==> src/sv/scs_pkg.sv <==
// Shared types and constants for the span context stack.
// Depends on nothing; every other file but scs_ram refers to it by scoped names.
`default_nettype none
package scs_pkg;

   localparam int STACK_DEPTH = 64;
   localparam int PTR_W       = $clog2(STACK_DEPTH);
   localparam int CNT_W       = $clog2(STACK_DEPTH + 1);
   localparam int DROP_MAX    = 63;
   localparam int DEPTH_MAX   = 127;

   localparam logic [1:0] FUNC_PUSH  = 2'd0;
   localparam logic [1:0] FUNC_EMIT  = 2'd1;
   localparam logic [1:0] FUNC_QUERY = 2'd2;

   localparam int CSR_IDX_W = 3;
   localparam logic [CSR_IDX_W-1:0] CSR_ROOT_VALID = 3'd0;
   localparam logic [CSR_IDX_W-1:0] CSR_ROOT_THI   = 3'd1;
   localparam logic [CSR_IDX_W-1:0] CSR_ROOT_TLO   = 3'd2;
   localparam logic [CSR_IDX_W-1:0] CSR_ROOT_SPAN  = 3'd3;
   localparam logic [CSR_IDX_W-1:0] CSR_ROOT_FLAGS = 3'd4;

   typedef struct packed {
      logic [1:0]  func;
      logic [63:0] span_id;
      logic [7:0]  span_flags;
      logic [63:0] trace_id_hi;
      logic [63:0] trace_id_lo;
   } req_type;

   typedef struct packed {
      logic        ctx_valid;
      logic [63:0] ctx_trace_hi;
      logic [63:0] ctx_trace_lo;
      logic [63:0] ctx_span;
      logic [7:0]  ctx_flags;
      logic        pushed;
      logic        found;
      logic [5:0]  dropped_above;
      logic [6:0]  depth;
   } rsp_type;

   typedef struct packed {
      logic [63:0] span;
      logic [7:0]  flags;
   } entry_type;

   typedef enum logic [2:0] {
      ST_IDLE,
      ST_RD_TOP,
      ST_SCAN_RD,
      ST_SCAN_CMP,
      ST_FINISH
   } state_type;

   typedef struct packed {
      logic load;
      logic rd_top;
      logic scan_rd;
      logic hit;
      logic finish;
   } cmd_type;

   typedef struct packed {
      logic [1:0] in_func;
      logic       count_zero;
      logic       idx_zero;
      logic       match;
      logic       out_free;
   } status_type;

endpackage
`default_nettype wire

==> src/sv/scs_ctrl.sv <==
// Sequencer for the span context stack: dispatches push, emit and query.
// Depends on scs_pkg.
`default_nettype none
module scs_ctrl (
   input  wire logic                clock,
   input  wire logic                reset,
   input  wire logic                req_valid,
   output logic                     req_ready,
   input  wire scs_pkg::status_type status,
   output scs_pkg::cmd_type         cmd
);

   scs_pkg::state_type state_ff;
   scs_pkg::state_type state_in;

   always_ff @(posedge clock) begin
      if (reset) begin
         state_ff <= scs_pkg::ST_IDLE;
      end else begin
         state_ff <= state_in;
      end
   end

   always_comb begin
      state_in = state_ff;
      case (state_ff)
         scs_pkg::ST_IDLE: begin
            if (req_valid) begin
               if (status.in_func == scs_pkg::FUNC_PUSH ||
                   status.in_func == scs_pkg::FUNC_QUERY) begin
                  state_in = status.count_zero ? scs_pkg::ST_FINISH : scs_pkg::ST_RD_TOP;
               end else if (status.in_func == scs_pkg::FUNC_EMIT) begin
                  state_in = status.count_zero ? scs_pkg::ST_FINISH : scs_pkg::ST_SCAN_RD;
               end else begin
                  state_in = scs_pkg::ST_FINISH;
               end
            end
         end
         scs_pkg::ST_RD_TOP:  state_in = scs_pkg::ST_FINISH;
         scs_pkg::ST_SCAN_RD: state_in = scs_pkg::ST_SCAN_CMP;
         scs_pkg::ST_SCAN_CMP: begin
            if (status.match || status.idx_zero) begin
               state_in = scs_pkg::ST_FINISH;
            end else begin
               state_in = scs_pkg::ST_SCAN_RD;
            end
         end
         scs_pkg::ST_FINISH: begin
            if (status.out_free) begin
               state_in = scs_pkg::ST_IDLE;
            end
         end
         default: state_in = scs_pkg::ST_IDLE;
      endcase
   end

   always_comb begin
      cmd       = '0;
      req_ready = 1'b0;
      case (state_ff)
         scs_pkg::ST_IDLE: begin
            req_ready = 1'b1;
            cmd.load  = req_valid;
         end
         scs_pkg::ST_RD_TOP:   cmd.rd_top  = 1'b1;
         scs_pkg::ST_SCAN_RD:  cmd.scan_rd = 1'b1;
         scs_pkg::ST_SCAN_CMP: cmd.hit     = status.match;
         scs_pkg::ST_FINISH:   cmd.finish  = status.out_free;
         default: cmd = '0;
      endcase
   end

   // a compare step always follows its read step
   assert property (@(posedge clock) disable iff (reset)
      state_ff == scs_pkg::ST_SCAN_CMP |-> $past(state_ff) == scs_pkg::ST_SCAN_RD)
      else $error("compare without read");

   // an accepted request always moves the sequencer out of idle
   assert property (@(posedge clock) disable iff (reset)
      cmd.load |=> state_ff != scs_pkg::ST_IDLE)
      else $error("request accepted but sequencer stayed idle");

   // leaving the finish step always loads the response register
   assert property (@(posedge clock) disable iff (reset)
      state_ff == scs_pkg::ST_FINISH && state_in == scs_pkg::ST_IDLE |-> cmd.finish)
      else $error("finish left without loading response");

endmodule
`default_nettype wire

==> config.mk <==
export PLATFORM = sky130hd
export DESIGN_NAME = scs_ctrl
export DESIGN_NICKNAME = d
export VERILOG_FILES = /design/src/sv/scs_pkg.sv /design/src/sv/scs_ctrl.sv
export SDC_FILE = /design/constraint.sdc
export NUM_CORES = 1
export LEC_CHECK = 0
export BUFFER_PORTS_ARGS = -buffer_cell sky130_fd_sc_hd__buf_2
export CAP_MARGIN = 15
export CORE_AREA = 2 2 39 41
export DETAILED_ROUTE_END_ITERATION = 16
export DIE_AREA = 0 0 41 43
export GPL_TIMING_DRIVEN = 1
export HOLD_SLACK_MARGIN = 0.03
export RECOVER_POWER = 100
export SETUP_SLACK_MARGIN = 0.1
export SYNTH_ARGS = -nofsm -noshare
export SYNTH_HDL_FRONTEND = slang
export SYNTH_SLANG_ARGS = --single-unit
==> constraint.sdc <==
create_clock -name clock -period 1.6 [get_ports clock]
set_clock_uncertainty 0.1 [all_clocks]
set_input_delay 0.32 -clock clock [delete_from_list [all_inputs] [get_ports clock]]
set_output_delay 0.32 -clock clock [all_outputs]
set_load 0.1 [all_outputs]
; Word level (Yosys, flattened, before mapping)
; Cells that the tools add are included.
[word_totals]
regBits = 3
output_inout_bits = 6
[op_classes]
mux = 14
reduce_logical = 5
eq_ne = 8
[ops]
columns = cell, n
row1 = $mux W3, 7
row2 = $pmux W3 S5, 1
row3 = $eq A3 B2 Y1 const B, 2
row4 = $mux W1, 6
row5 = $ne A2 B2 Y1 const B, 2
row6 = $eq A3 B1 Y1 const B, 1
row7 = $eq A3 B3 Y1 const B, 1
row8 = $logic_not A3 Y1, 1
row9 = $eq A2 B1 Y1 const B, 1
row10 = $eq A2 B2 Y1 const B, 1
row11 = $logic_not A2 Y1, 1
row12 = $logic_or A1 B1 Y1, 2
row13 = $reduce_and A2 Y1, 1

; Longest topological paths before layout
; Gate-level depths: netlist (run 1).
[depth]
word_depth = 5
depth_mapped = 4
ltp_nobuf = 3

; Least setup slack after synthesis (run 1)
; Ideal clock, no wire load.
[synth_path]
kind = register to output
start = register state_ff[1]
end = output port cmd[4] in the netlist's numbering
path_buffers = 1
slack_ps = -2365
stages_incl_launch_ff = 4
t_arrival_ps = 3545
cell_sequence = dfxtp_1 > buf_2 > nor3_1 > and2_1
[synth_lines]
columns = item, line
row1 = start: declaration, scs_ctrl.sv:13  ; scs_pkg::state_type state_ff;
row2 = start signal: assignment, scs_ctrl.sv:18  ; state_ff <= scs_pkg::ST_IDLE;
row3 = start signal: assignment, scs_ctrl.sv:20  ; state_ff <= state_in;
row4 = end: declaration, scs_ctrl.sv:10  ; output scs_pkg::cmd_type cmd

==> results_tabular.tex, run 1 <==
\begin{tabular}{lr}
\hline
Metric & Value \\
\hline
\multicolumn{2}{l}{\textbf{Layout}} \\
Largest register by flop count & state\_ff \\
Number of fill cells in the layout & 149 \\
Flip-flop count of the largest register, all copies and words added & 3 \\
Largest registers & state\_ff: 3 flops \\
ANT cells & 0 \\
Layout-stage area growth over the synthesis result & 131\% \\
Number of nets in the layout & 58 \\
Finished Layout Cells & 64 \\
Utilization after layout & 0.351 \\
Combined flip-flop and latch cell area & 71.3 sq um \\
Fraction of layout cells with a size suffix above 1 & 0.667 \\
Total area of multi-input combinational cells & 175 sq um \\
\multicolumn{2}{l}{\textbf{Clocking}} \\
Root Buffer Master & sky130\_fd\_sc\_hd\_\_clkbuf\_4 \\
Worst-path clk slew & about 0.04 ns \\
Number of buffers created by CTS & 3 \\
Clock latency at the later pin of the worst-skew pair & 0.23 ns \\
CTS sink count & 3 \\
TritonCTS clock tree & built \\
CTS max path bufs & 2 \\
Htree depth & 1 \\
Cts-stage hold buffer count & 0 \\
\multicolumn{2}{l}{\textbf{Min path}} \\
Hold-critical path depth & 2 \\
Worst hold-check path type & in2reg \\
Worst hold endpoint & state\_ff[2] \\
Worst Hold Launch & reset \\
\multicolumn{2}{l}{\textbf{Route}} \\
Max layer used & met3 \\
Met2 layer wire length in the routed design & 347 um \\
Routed vias & 280 \\
Wire length on met3 & 48 um \\
Post-DR wirelength/cell & roughly 10 um \\
DRT Wirelength & roughly 660 um \\
Remaining antenna violation count & 0 \\
Router iterations before antenna repair & 2 \\
DRT met1 WL & roughly 260 um \\
Number of remaining DRC errors & 0 \\
Post-DR vias/cell & 4.38 \\
Number of DRC markers after the initial detailed-route iteration & 1 \\
\multicolumn{2}{l}{\textbf{Logic synthesis}} \\
Yosys Warn Count & 0 \\
Top cells by area, synth & sky130\_fd\_sc\_hd\_\_dfxtp\_1 (29\%), sky130\_fd\_sc\_hd\_\_nor3\_1 (7.1\%), sky130\_fd\_sc\_hd\_\_a2111oi\_2 (7.1\%) \\
Cell taking the most area after synthesis & sky130\_fd\_sc\_hd\_\_dfxtp\_1 \\
Total nets after synthesis & 36 \\
Distinct cell type count of the synthesized netlist & 19 \\
Number of flip-flops and latches in the synthesized netlist & 3 \\
Post-synthesis instance area & 210 sq um \\
Top cell type's share of synthesized area & 0.286 \\
Mean Syn Cell Area & 7.79 sq um \\
Post-synthesis instance total & 27 \\
Sequential area share after synthesis & 0.286 \\
\multicolumn{2}{l}{\textbf{STA}} \\
Final hold violations & 0 \\
Final setup violation count & 2 \\
Setup slack of the critical path after layout & -0.0151 ns \\
Max-slew headroom & 0.768 \\
Max-slew violation count & 0 \\
Clock period minus worst slack & 1.62 ns \\
Slew @ Worst Pin & 0.339 ns \\
Maximum clock frequency & $\sim$620 MHz \\
Post-route clock period utilization & 1.01 \\
Setup repair after global routing missed its margin & yes \\
\multicolumn{2}{l}{\textbf{Global route}} \\
Number of global-route vias before repair & 283 \\
Global route total overflow & 0 \\
First-pass GRT wire length & 1120 um \\
Total global routing track utilization & 0.0963 \\
Antenna violations before repair & 0 \\
Maximum number of pins on one net before global-route repair & 9 \\
\multicolumn{2}{l}{\textbf{Status}} \\
Violated checks & negative setup slack \\
Run status & finished with violations \\
\multicolumn{2}{l}{\textbf{Job}} \\
Number of max-cap violations & 0 \\
\multicolumn{2}{l}{\textbf{Worst setup path}} \\
Worst setup SP type & flip-flop \\
Required @ worst endpoint & approximately 1.2 ns \\
Worst R2R Path Depth & 3 \\
Reg-to-reg endpoint & state\_ff[0] \\
Worst reg2reg setup slack & 0.09 ns \\
Maximum fanout along the worst path & 5 \\
Crit. End Element & output pin \\
Reg-to-Reg Start & state\_ff[2] \\
Crit path kind & reg2out \\
Arrival @ worst endpoint & about 1.2 ns \\
\multicolumn{2}{l}{\textbf{Die}} \\
Starting density of the core & 0.152 \\
Count of standard-cell rows & 14 \\
Die area & about 1800 sq um \\
Top Ports & 15 \\
Die outline width & 41 um \\
Die height & around 43 um \\
Core region area & around 1400 sq um \\
\multicolumn{2}{l}{\textbf{Power}} \\
Highest ir drop seen on vdd & around 0.26 mV \\
Pwr dens & 844 nW/um\^{}2 \\
Static power due to leakage & 0.198 nW \\
\multicolumn{2}{l}{\textbf{Placed design}} \\
Weighted congestion at the end of routability-driven global placement & 0.702 \\
Port Buffers & 14 \\
Cell count after placement & 56 \\
Detailed placement HPWL & 460 um \\
Post-placement setup slack & between 0.05 and 0.06 ns \\
\hline
\end{tabular}
==> worst max path at each step <==
stage	startpoint	to	cells after the start
global route	state_ff[0]	cmd[1]	3
finish	state_ff[0]	cmd[3]	3
detailed placement	state_ff[1]	cmd[2]	3
global placement	state_ff[1]	cmd[2]	3
CTS	state_ff[0]	cmd[3]	3
floorplan	state_ff[2]	cmd[4]	2
==> routing by layer <==
| metal | up-vias | track usage |
|---|---|---|
| li1 | 142 | - |
| met2 | 10 | 0.131 |
| met4 | 0 | 0.0800 |
| met3 | 0 | 0.0366 |
| met1 | 128 | 0.112 |
| met5 | - | 0 |
==> critical path, cell delays in order, from the launching register on <==
cell and delay, ns:
sky130_fd_sc_hd__dfxtp_4 0.37, sky130_fd_sc_hd__or2b_4 0.30, sky130_fd_sc_hd__nor2_4 0.11, sky130_fd_sc_hd__buf_12 0.18
==> synth_stat cells <==
cell type / instances
sky130_fd_sc_hd__a21o_1: 1
sky130_fd_sc_hd__a2bb2oi_1: 1
sky130_fd_sc_hd__a21oi_1: 1
sky130_fd_sc_hd__nand2_1: 2
sky130_fd_sc_hd__or2_2: 1
sky130_fd_sc_hd__and3_1: 1
sky130_fd_sc_hd__buf_2: 1
sky130_fd_sc_hd__nor2_1: 4
sky130_fd_sc_hd__nor3b_1: 1
sky130_fd_sc_hd__and2_1: 1
sky130_fd_sc_hd__dfxtp_1: 3
sky130_fd_sc_hd__o21ai_0: 1
sky130_fd_sc_hd__or3_4: 1
sky130_fd_sc_hd__nor3_1: 3
sky130_fd_sc_hd__a2111oi_2: 1
sky130_fd_sc_hd__nor4b_1: 1
sky130_fd_sc_hd__or2b_1: 1
sky130_fd_sc_hd__inv_1: 1
sky130_fd_sc_hd__o32ai_1: 1
==> power by group <==
group	total (mW)	internal, mW	switching, mW
clock	0.133	0.0935	0.0391
combinational	0.190	0.0777	0.112
sequential	0.0875	0.0784	0.00917
total	0.410	0.250	0.160
==> layout by cell type (no fill, tap or decap), types with 2 or more instances in the layout <==
cell and n:
sky130_fd_sc_hd__buf_2 8, sky130_fd_sc_hd__nor2_4 2, sky130_fd_sc_hd__dfxtp_4 3, sky130_fd_sc_hd__buf_12 5, sky130_fd_sc_hd__clkbuf_4 3, sky130_fd_sc_hd__nand2_1 2, sky130_fd_sc_hd__buf_4 3, sky130_fd_sc_hd__nor3_4 2
sky130_fd_sc_hd__nor2_1 2
==> layout make-up <==
cell class	count	area share
Clock buffer	4	0.0541
Inverter	1	0.00773
Multi-Input combinational cell	22	0.361
Sequential cell	3	0.147
Tap cell	16	0.0412
Timing Repair Buffer	18	0.389
==> metrics by stage <==
| stage | hold slack, ns | setup TNS (ns) | power (mW) | cell area [sq um] |
|---|---|---|---|---|
| floorplan | 0.327 | -0.743 | 0.207 | 263 |
| CTS | 0.186 | -0.0592 | 0.430 | 502 |
| global route | 0.186 | -0.140 | 0.437 | 485 |
| finish | 0.192 | -0.0261 | 0.410 | 485 |
| global placement | 0.389 | 0 | 0.270 | 432 |
| detailed placement | 0.391 | 0 | 0.271 | 432 |
==> timing repair <==
item                       CTS  global route
resized for setup            5             0
setup endpoints to repair    7             6
pin swaps                    3             0
setup buffers                4             0
==> cell families (layout without fill, tap and decap cells) <==
| group | after synthesis | in the layout | synth area share |
|---|---|---|---|
| compound gates | 6 | 6 | 0.238 |
| buf+inv | 2 | 23 | 0.0416 |
| simple gates | 16 | 16 | 0.435 |
| flops | 3 | 3 | 0.286 |
Note: power is estimated with default switching activity, not from simulation.
==> inputs of run 2 (changes only) <==
--- a/config.mk
+++ b/config.mk
@@ -12,6 +12,7 @@
 export DIE_AREA = 0 0 41 43
 export GPL_TIMING_DRIVEN = 1
 export HOLD_SLACK_MARGIN = 0.03
+export PLACE_DENSITY = 0.46
 export RECOVER_POWER = 100
 export SETUP_SLACK_MARGIN = 0.1
 export SYNTH_ARGS = -nofsm -noshare
==> run 2 against run 1 <==
The flow still finishes with violations (negative setup slack). Core utilization is 3.0 points higher. Die area stayed put. Non-clock buffer count increased by 4. Combinational power rose by 10%. Largest cell class unchanged. Worst setup slack got worse by 0.014 ns. Clock power decreased by 3%.
==> results_tabular.tex, run 2 (same netlist as run 1, synthesis figures left out) <==
\begin{tabular}{lr}
\hline
Metric & Value \\
\hline
\multicolumn{2}{l}{\textbf{Worst setup path}} \\
Worst reg2reg setup slack & 0.06 ns (-0.03 ns) \\
Reg-to-Reg Start & state\_ff[1] \\
Worst setup SP type & flip-flop \\
Maximum fanout along the worst path & 6 (+1) \\
Crit. End Element & output pin \\
Crit path kind & reg2out \\
Worst R2R Path Depth & 4 (+1) \\
Required @ worst endpoint & 1.18 ns (about the same) \\
Arrival @ worst endpoint & 1.21 ns (about the same) \\
Reg-to-reg endpoint & state\_ff[0] \\
\multicolumn{2}{l}{\textbf{Power}} \\
Net switching power of the design & 0.164 mW (+2.7\%) \\
Switching part of the total & 0.385 (-0.00594) \\
Pwr dens & 811 nW/um\^{}2 (-3.9\%) \\
Proportion of power drawn by combinational gates & 0.488 (+0.025) \\
Static power due to leakage & 0.218 nW (+10\%) \\
Portion of total power attributed to sequential cells & 0.209 (-0.005) \\
Internal power & 0.263 mW (+5.3\%) \\
Part of the total power dissipated in the clock network & 0.303 (-0.021) \\
Highest ir drop seen on vdd & 0.383 mV (+47\%) \\
\multicolumn{2}{l}{\textbf{Route}} \\
Number of DRC markers after the initial detailed-route iteration & 6 (+5) \\
Routed vias & 304 (+8.6\%) \\
Post-DR wirelength/cell & 10.6 um (+3.3\%) \\
Router iterations before antenna repair & 4 (+2) \\
DRT Wirelength & 722 um (+9.7\%) \\
Remaining antenna violation count & 0 (unchanged) \\
Post-DR vias/cell & 4.47 (+2.2\%) \\
Number of remaining DRC errors & 0 (unchanged) \\
\multicolumn{2}{l}{\textbf{STA}} \\
Setup slack of the critical path after layout & -0.0292 ns (-0.0140 ns) \\
Clock period minus worst slack & 1.63 ns (+0.0140 ns) \\
Slew @ Worst Pin & 0.267 ns (-0.0723 ns) \\
Max-slew violation count & 0 (unchanged) \\
Final hold violations & 0 (unchanged) \\
Setup repair after global routing missed its margin & yes \\
Final setup violation count & 3 (+1) \\
Max-slew headroom & 0.820 (+0.0515) \\
Maximum clock frequency & 614 MHz (-0.86\%) \\
Post-route clock period utilization & 1.02 (+0.00877) \\
\multicolumn{2}{l}{\textbf{Layout}} \\
Largest registers & state\_ff: 3 flops \\
ANT cells & 0 (unchanged) \\
Utilization after layout & 0.381 (+0.0298) \\
Final cell area excluding filler cells & 527 sq um (+8.5\%) \\
Number of nets in the layout & 62 (+6.9\%) \\
Layout-stage area growth over the synthesis result & 151\% \\
Number of fill cells in the layout & 150 (+0.67\%) \\
Fraction of layout cells with a size suffix above 1 & 0.750 (+0.0833) \\
Commonest non-fill, non-tap cells in the layout & sky130\_fd\_sc\_hd\_\_buf\_2 (8), sky130\_fd\_sc\_hd\_\_buf\_4 (6), sky130\_fd\_sc\_hd\_\_buf\_12 (5) \\
Leading cell type in the layout, fill and taps excluded & sky130\_fd\_sc\_hd\_\_buf\_2 \\
Largest register by flop count & state\_ff \\
Flip-flop count of the largest register, all copies and words added & 3 (unchanged) \\
\multicolumn{2}{l}{\textbf{Clocking}} \\
Number of buffers created by CTS & 3 (unchanged) \\
Worst-path clk slew & 0.03 ns (about the same) \\
TritonCTS clock tree & built \\
Cts-stage hold buffer count & 0 (unchanged) \\
Root Buffer Master & sky130\_fd\_sc\_hd\_\_clkbuf\_4 \\
Htree depth & 1 (unchanged) \\
CTS sink count & 3 (unchanged) \\
Clock latency at the later pin of the worst-skew pair & 0.23 ns (about the same) \\
CTS max path bufs & 2 (unchanged) \\
\multicolumn{2}{l}{\textbf{Global route}} \\
Maximum number of pins on one net before global-route repair & 8 (-1) \\
Number of global-route vias before repair & 270 (-4.6\%) \\
First-pass GRT wire length & 1140 um (+1.2\%) \\
Antenna violations before repair & 0 (unchanged) \\
Total global routing track utilization & 0.0994 (+0.00311) \\
Global route total overflow & 0 (unchanged) \\
\multicolumn{2}{l}{\textbf{Die}} \\
Die area & 1760 sq um (unchanged) \\
Starting density of the core & 0.152 (unchanged) \\
Core region area & 1380 sq um (unchanged) \\
Die outline width & 41 um (unchanged) \\
Top Ports & 15 (unchanged) \\
Count of standard-cell rows & 14 (unchanged) \\
Die height & 43 um (unchanged) \\
\multicolumn{2}{l}{\textbf{Placed design}} \\
Port Buffers & 14 (unchanged) \\
Weighted congestion at the end of routability-driven global placement & 0.672 (-4.1\%) \\
Area of placed instances & 439 sq um (+1.7\%) \\
\multicolumn{2}{l}{\textbf{Status}} \\
Violated checks & negative setup slack \\
Run status & finished with violations \\
\multicolumn{2}{l}{\textbf{Min path}} \\
Worst hold endpoint & state\_ff[2] \\
Hold-critical path depth & 2 (unchanged) \\
Worst Hold Launch & status[0] \\
Worst hold-check path type & in2reg \\
\multicolumn{2}{l}{\textbf{Job}} \\
Number of max-cap violations & 0 (unchanged) \\
\hline
\end{tabular}
run 2: layout make-up:
| cell class | instances | area [sq um] | area share |
|---|---|---|---|
| Clock buffer | 4 | 26.3 | 0.0499 |
| Inverter | 1 | 6.26 | 0.0119 |
| Multi-Input combinational cell | 22 | 198 | 0.375 |
| Sequential cell | 3 | 71.3 | 0.135 |
| Tap cell | 16 | 20.0 | 0.0380 |
| Timing Repair Buffer | 22 | 205 | 0.390 |
run 2: power groups by stage:
stage	combinational, mW	clock (mW)	sequential (mW)
after floorplan	0.116	0	0.0905
after global placement	0.184	0	0.0949
after detailed placement	0.183	0	0.0948
after CTS	0.197	0.136	0.0913
after global routing	0.219	0.144	0.0909
final	0.209	0.129	0.0894
run 2: worst max-delay path: stages (launching register included):
cell,delay [ns]
sky130_fd_sc_hd__dfxtp_4,0.38
sky130_fd_sc_hd__or2b_4,0.31
sky130_fd_sc_hd__nor2_4,0.11
sky130_fd_sc_hd__buf_12,0.18
run 2: how the worst max path moves through the flow:
stage / startpoint / endpoint / slack [ns] / cells after the start
floorplan: state_ff[2] / cmd[4] / -0.51 / 2
global placement: state_ff[1] / state_ff[0] / 0.08 / 3
detailed placement: state_ff[1] / cmd[2] / 0.07 / 3
CTS: state_ff[0] / cmd[3] / -0.03 / 3
global route: state_ff[0] / cmd[3] / -0.07 / 3
finish: state_ff[0] / cmd[3] / -0.03 / 3
run 2: per-layer routing:
| metal | up-vias | share of wire | track usage |
|---|---|---|---|
| met5 | - | 0 | 0 |
| met1 | 141 | 0.38 | 0.122 |
| met4 | 0 | 0 | 0.0600 |
| li1 | 149 | - | - |
| met3 | 0 | 0.10 | 0.0366 |
| met2 | 14 | 0.52 | 0.141 |
run 2: timing repair:
action                     CTS  global route
pin swaps                    3             4
buffers inserted             3             4
setup endpoints to repair    7             6
gates resized for setup      7             3
gates cloned                 0             0
run 2: per-stage QoR:
stage	setup slack (ns)	power, mW	cells	hold WS (ns)	TNS [ns]
after detailed placement	0.0683	0.278	57	0.392	0
after global placement	0.0808	0.279	57	0.397	0
after global routing	-0.0725	0.454	68	0.203	-0.239
after floorplan	-0.513	0.207	27	0.327	-0.743
final	-0.0292	0.427	68	0.208	-0.0628
after CTS	-0.0311	0.424	64	0.197	-0.0543
==> inputs of run 3 (changes only) <==
--- a/config.mk
+++ b/config.mk
@@ -7,12 +7,14 @@
 export LEC_CHECK = 0
 export BUFFER_PORTS_ARGS = -buffer_cell sky130_fd_sc_hd__buf_2
 export CAP_MARGIN = 15
+export CELL_PAD_IN_SITES_DETAIL_PLACEMENT = 1
+export CELL_PAD_IN_SITES_GLOBAL_PLACEMENT = 2
 export CORE_AREA = 2 2 39 41
 export DETAILED_ROUTE_END_ITERATION = 16
 export DIE_AREA = 0 0 41 43
 export GPL_TIMING_DRIVEN = 1
 export HOLD_SLACK_MARGIN = 0.03
-export PLACE_DENSITY = 0.46
+export PLACE_DENSITY = 0.73
 export RECOVER_POWER = 100
 export SETUP_SLACK_MARGIN = 0.1
 export SYNTH_ARGS = -nofsm -noshare
==> run 3 against run 2 <==
The flow still finishes with violations (negative setup slack). Global-route usage is 1.3 points higher. Worst hold slack worse by 0.011 ns. Maximum frequency is 0.47% higher. Largest cell class unchanged. Highest routed layer is now met4.
==> results_tabular.tex, run 3 (same netlist as run 1, synthesis figures left out) <==
\begin{tabular}{lr}
\hline
Metric & Value \\
\hline
\multicolumn{2}{l}{\textbf{Worst setup path}} \\
Worst setup SP type & flip-flop \\
Worst R2R Path Depth & 4 (unchanged) \\
Reg-to-reg endpoint & state\_ff[0] \\
Crit path kind & reg2out \\
Delay of the slowest critical-path stage & 0.37 ns (about the same) \\
Reg-to-Reg Start & state\_ff[0] \\
Family with the most delay on the worst path & simple AND/OR/NAND/NOR gates \\
Maximum fanout along the worst path & 5 (-1) \\
Launching instance or port of the critical path & state\_ff[0] \\
Worst reg2reg setup slack & 0.18 ns (+0.12 ns) \\
Arrival @ worst endpoint & 1.20 ns (about the same) \\
Critical-path cell list & or2b\_4 > nor2\_4 > buf\_12 \\
Buffer and inverter count on the worst path & 1 (unchanged) \\
Cell at the slowest stage of the critical path & sky130\_fd\_sc\_hd\_\_dfxtp\_4 \\
CP Capture Point & cmd[3] \\
Required @ worst endpoint & 1.18 ns (about the same) \\
Crit. End Element & output pin \\
Number of stages on the worst setup path & 3 (unchanged) \\
\multicolumn{2}{l}{\textbf{Power}} \\
Proportion of power drawn by combinational gates & 0.483 (-0.005) \\
Net switching power of the design & 0.175 mW (+6.7\%) \\
Highest ir drop seen on vdd & 0.253 mV (-34\%) \\
Pwr dens & 807 nW/um\^{}2 (-0.49\%) \\
Part of the total power dissipated in the clock network & 0.315 (+0.012) \\
Switching part of the total & 0.398 (+0.0126) \\
Portion of total power attributed to sequential cells & 0.202 (-0.007) \\
Internal power & 0.266 mW (+1.2\%) \\
Static power due to leakage & 0.228 nW (+4.3\%) \\
\multicolumn{2}{l}{\textbf{STA}} \\
Max-slew headroom & 0.832 (+0.0121) \\
Post-route clock period utilization & 1.01 (-0.00475) \\
Setup repair after global routing missed its margin & yes \\
Final hold violations & 0 (unchanged) \\
Maximum clock frequency & 617 MHz (+0.47\%) \\
Max-slew violation count & 0 (unchanged) \\
Setup slack of the critical path after layout & -0.0216 ns (+0.00761 ns) \\
Clock period minus worst slack & 1.62 ns (-0.00761 ns) \\
Final setup violation count & 3 (unchanged) \\
Slew @ Worst Pin & 0.249 ns (-0.0179 ns) \\
\multicolumn{2}{l}{\textbf{Layout}} \\
Leading cell type in the layout, fill and taps excluded & sky130\_fd\_sc\_hd\_\_buf\_2 \\
Utilization after layout & 0.395 (+0.0145) \\
Number of fill cells in the layout & 162 (+8.0\%) \\
Largest register by flop count & state\_ff \\
Commonest non-fill, non-tap cells in the layout & sky130\_fd\_sc\_hd\_\_buf\_2 (8), sky130\_fd\_sc\_hd\_\_buf\_12 (6), sky130\_fd\_sc\_hd\_\_buf\_4 (6) \\
Largest registers & state\_ff: 3 flops \\
Number of nets in the layout & 62 (unchanged) \\
Layout-stage area growth over the synthesis result & 160\% \\
Flip-flop count of the largest register, all copies and words added & 3 (unchanged) \\
ANT cells & 0 (unchanged) \\
Fraction of layout cells with a size suffix above 1 & 0.769 (+0.0192) \\
Finished Layout Cells & 68 (unchanged) \\
\multicolumn{2}{l}{\textbf{Die}} \\
Die area & 1760 sq um (unchanged) \\
Count of standard-cell rows & 14 (unchanged) \\
Top Ports & 15 (unchanged) \\
Starting density of the core & 0.152 (unchanged) \\
Die outline width & 41 um (unchanged) \\
Core region area & 1380 sq um (unchanged) \\
Die height & 43 um (unchanged) \\
\multicolumn{2}{l}{\textbf{Route}} \\
Number of remaining DRC errors & 0 (unchanged) \\
Router iterations before antenna repair & 1 (-3) \\
Post-DR wirelength/cell & 11.8 um (+11\%) \\
Number of DRC markers after the initial detailed-route iteration & 0 (-6) \\
Remaining antenna violation count & 0 (unchanged) \\
Routed vias & 305 (+0.33\%) \\
Post-DR vias/cell & 4.49 (+0.33\%) \\
DRT Wirelength & 802 um (+11\%) \\
\multicolumn{2}{l}{\textbf{Placed design}} \\
Detailed placement HPWL & 583 um \\
Post-placement setup slack & 0.106 ns (+0.0374 ns) \\
Weighted congestion at the end of routability-driven global placement & 0.647 (-3.8\%) \\
Cell count after placement & 58 (+1.8\%) \\
Port Buffers & 14 (unchanged) \\
\multicolumn{2}{l}{\textbf{Global route}} \\
Total global routing track utilization & 0.112 (+0.0129) \\
First-pass GRT wire length & 1300 um (+14\%) \\
Number of global-route vias before repair & 291 (+7.8\%) \\
Global route total overflow & 0 (unchanged) \\
Maximum number of pins on one net before global-route repair & 9 (+1) \\
Antenna violations before repair & 0 (unchanged) \\
\multicolumn{2}{l}{\textbf{Clocking}} \\
Root Buffer Master & sky130\_fd\_sc\_hd\_\_clkbuf\_4 \\
Number of buffers created by CTS & 3 (unchanged) \\
Worst-path clk slew & 0.04 ns (about the same) \\
TritonCTS clock tree & built \\
Clock latency at the later pin of the worst-skew pair & 0.24 ns (about the same) \\
Htree depth & 1 (unchanged) \\
CTS max path bufs & 2 (unchanged) \\
CTS sink count & 3 (unchanged) \\
\multicolumn{2}{l}{\textbf{Status}} \\
Violated checks & negative setup slack \\
Run status & finished with violations \\
\multicolumn{2}{l}{\textbf{Job}} \\
Number of max-cap violations & 0 (unchanged) \\
\multicolumn{2}{l}{\textbf{Min path}} \\
Worst hold-check path type & in2reg \\
\hline
\end{tabular}
==> run 3: cell types whose count changed in the layout (fill, tap and decap cells not counted), sizes merged <==
cell,previous run,this run
buf,20,22
clkbuf,6,4
==> run 3: final cells by class <==
class	instances	area [sq um]	area share
repair buffers	22	228	0.416
multi-input cells	22	198	0.362
flip-flops and latches	3	71.3	0.130
clock buffers	4	26.3	0.0481
well taps	16	20.0	0.0366
inverters	1	3.75	0.00686
==> run 3: worst reg2reg max path, cell delays in order (launching register included) <==
cell	delay [ns]
sky130_fd_sc_hd__dfxtp_4	0.37
sky130_fd_sc_hd__buf_4	0.13
sky130_fd_sc_hd__nor3_1	0.05
sky130_fd_sc_hd__or3_4	0.35
sky130_fd_sc_hd__a2111oi_2	0.32
==> run 3: routing by layer <==
metal | vias to the layer above | share of wire | global-route usage
met5 | - | 0 | 0
met4 | 0 | 0.029 | 0.0800
met3 | 2 | 0.052 | 0.0209
met2 | 13 | 0.51 | 0.169
met1 | 139 | 0.41 | 0.135
li1 | 151 | - | -
==> run 3: worst min-delay path by stage <==
stage / start / endpoint / cells after the start
final: reset / state_ff[2] / 2
after floorplan: reset / state_ff[2] / 1
after CTS: reset / state_ff[2] / 2
after global routing: reset / state_ff[2] / 2
after global placement: state_ff[0] / state_ff[0] / 1
after detailed placement: state_ff[0] / state_ff[0] / 1
==> run 3: power by group through the flow <==
stage / Sequential [mW] / Clock (mW) / Combinational [mW]
finish: 0.0893 / 0.139 / 0.213
global route: 0.0906 / 0.152 / 0.222
CTS: 0.0881 / 0.146 / 0.204
detailed placement: 0.0947 / 0 / 0.187
global placement: 0.0941 / 0 / 0.184
floorplan: 0.0905 / 0 / 0.116
==> run 3: repair_timing <==
item,in CTS,in global routing
hold buffers,0,0
gates resized for setup,5,5
pin swaps,2,3
endpoints found under the setup margin,6,6
setup buffers,4,2
==> run 3: per-stage QoR <==
stage | instance area [sq um] | total power, mW | setup TNS, ns | hold WS [ns]
floorplan | 263 | 0.207 | -0.743 | 0.327
CTS | 517 | 0.439 | -0.0744 | 0.187
global placement | 447 | 0.278 | 0 | 0.395
global route | 547 | 0.465 | -0.238 | 0.202
finish | 547 | 0.441 | -0.0537 | 0.197
detailed placement | 447 | 0.282 | 0 | 0.399
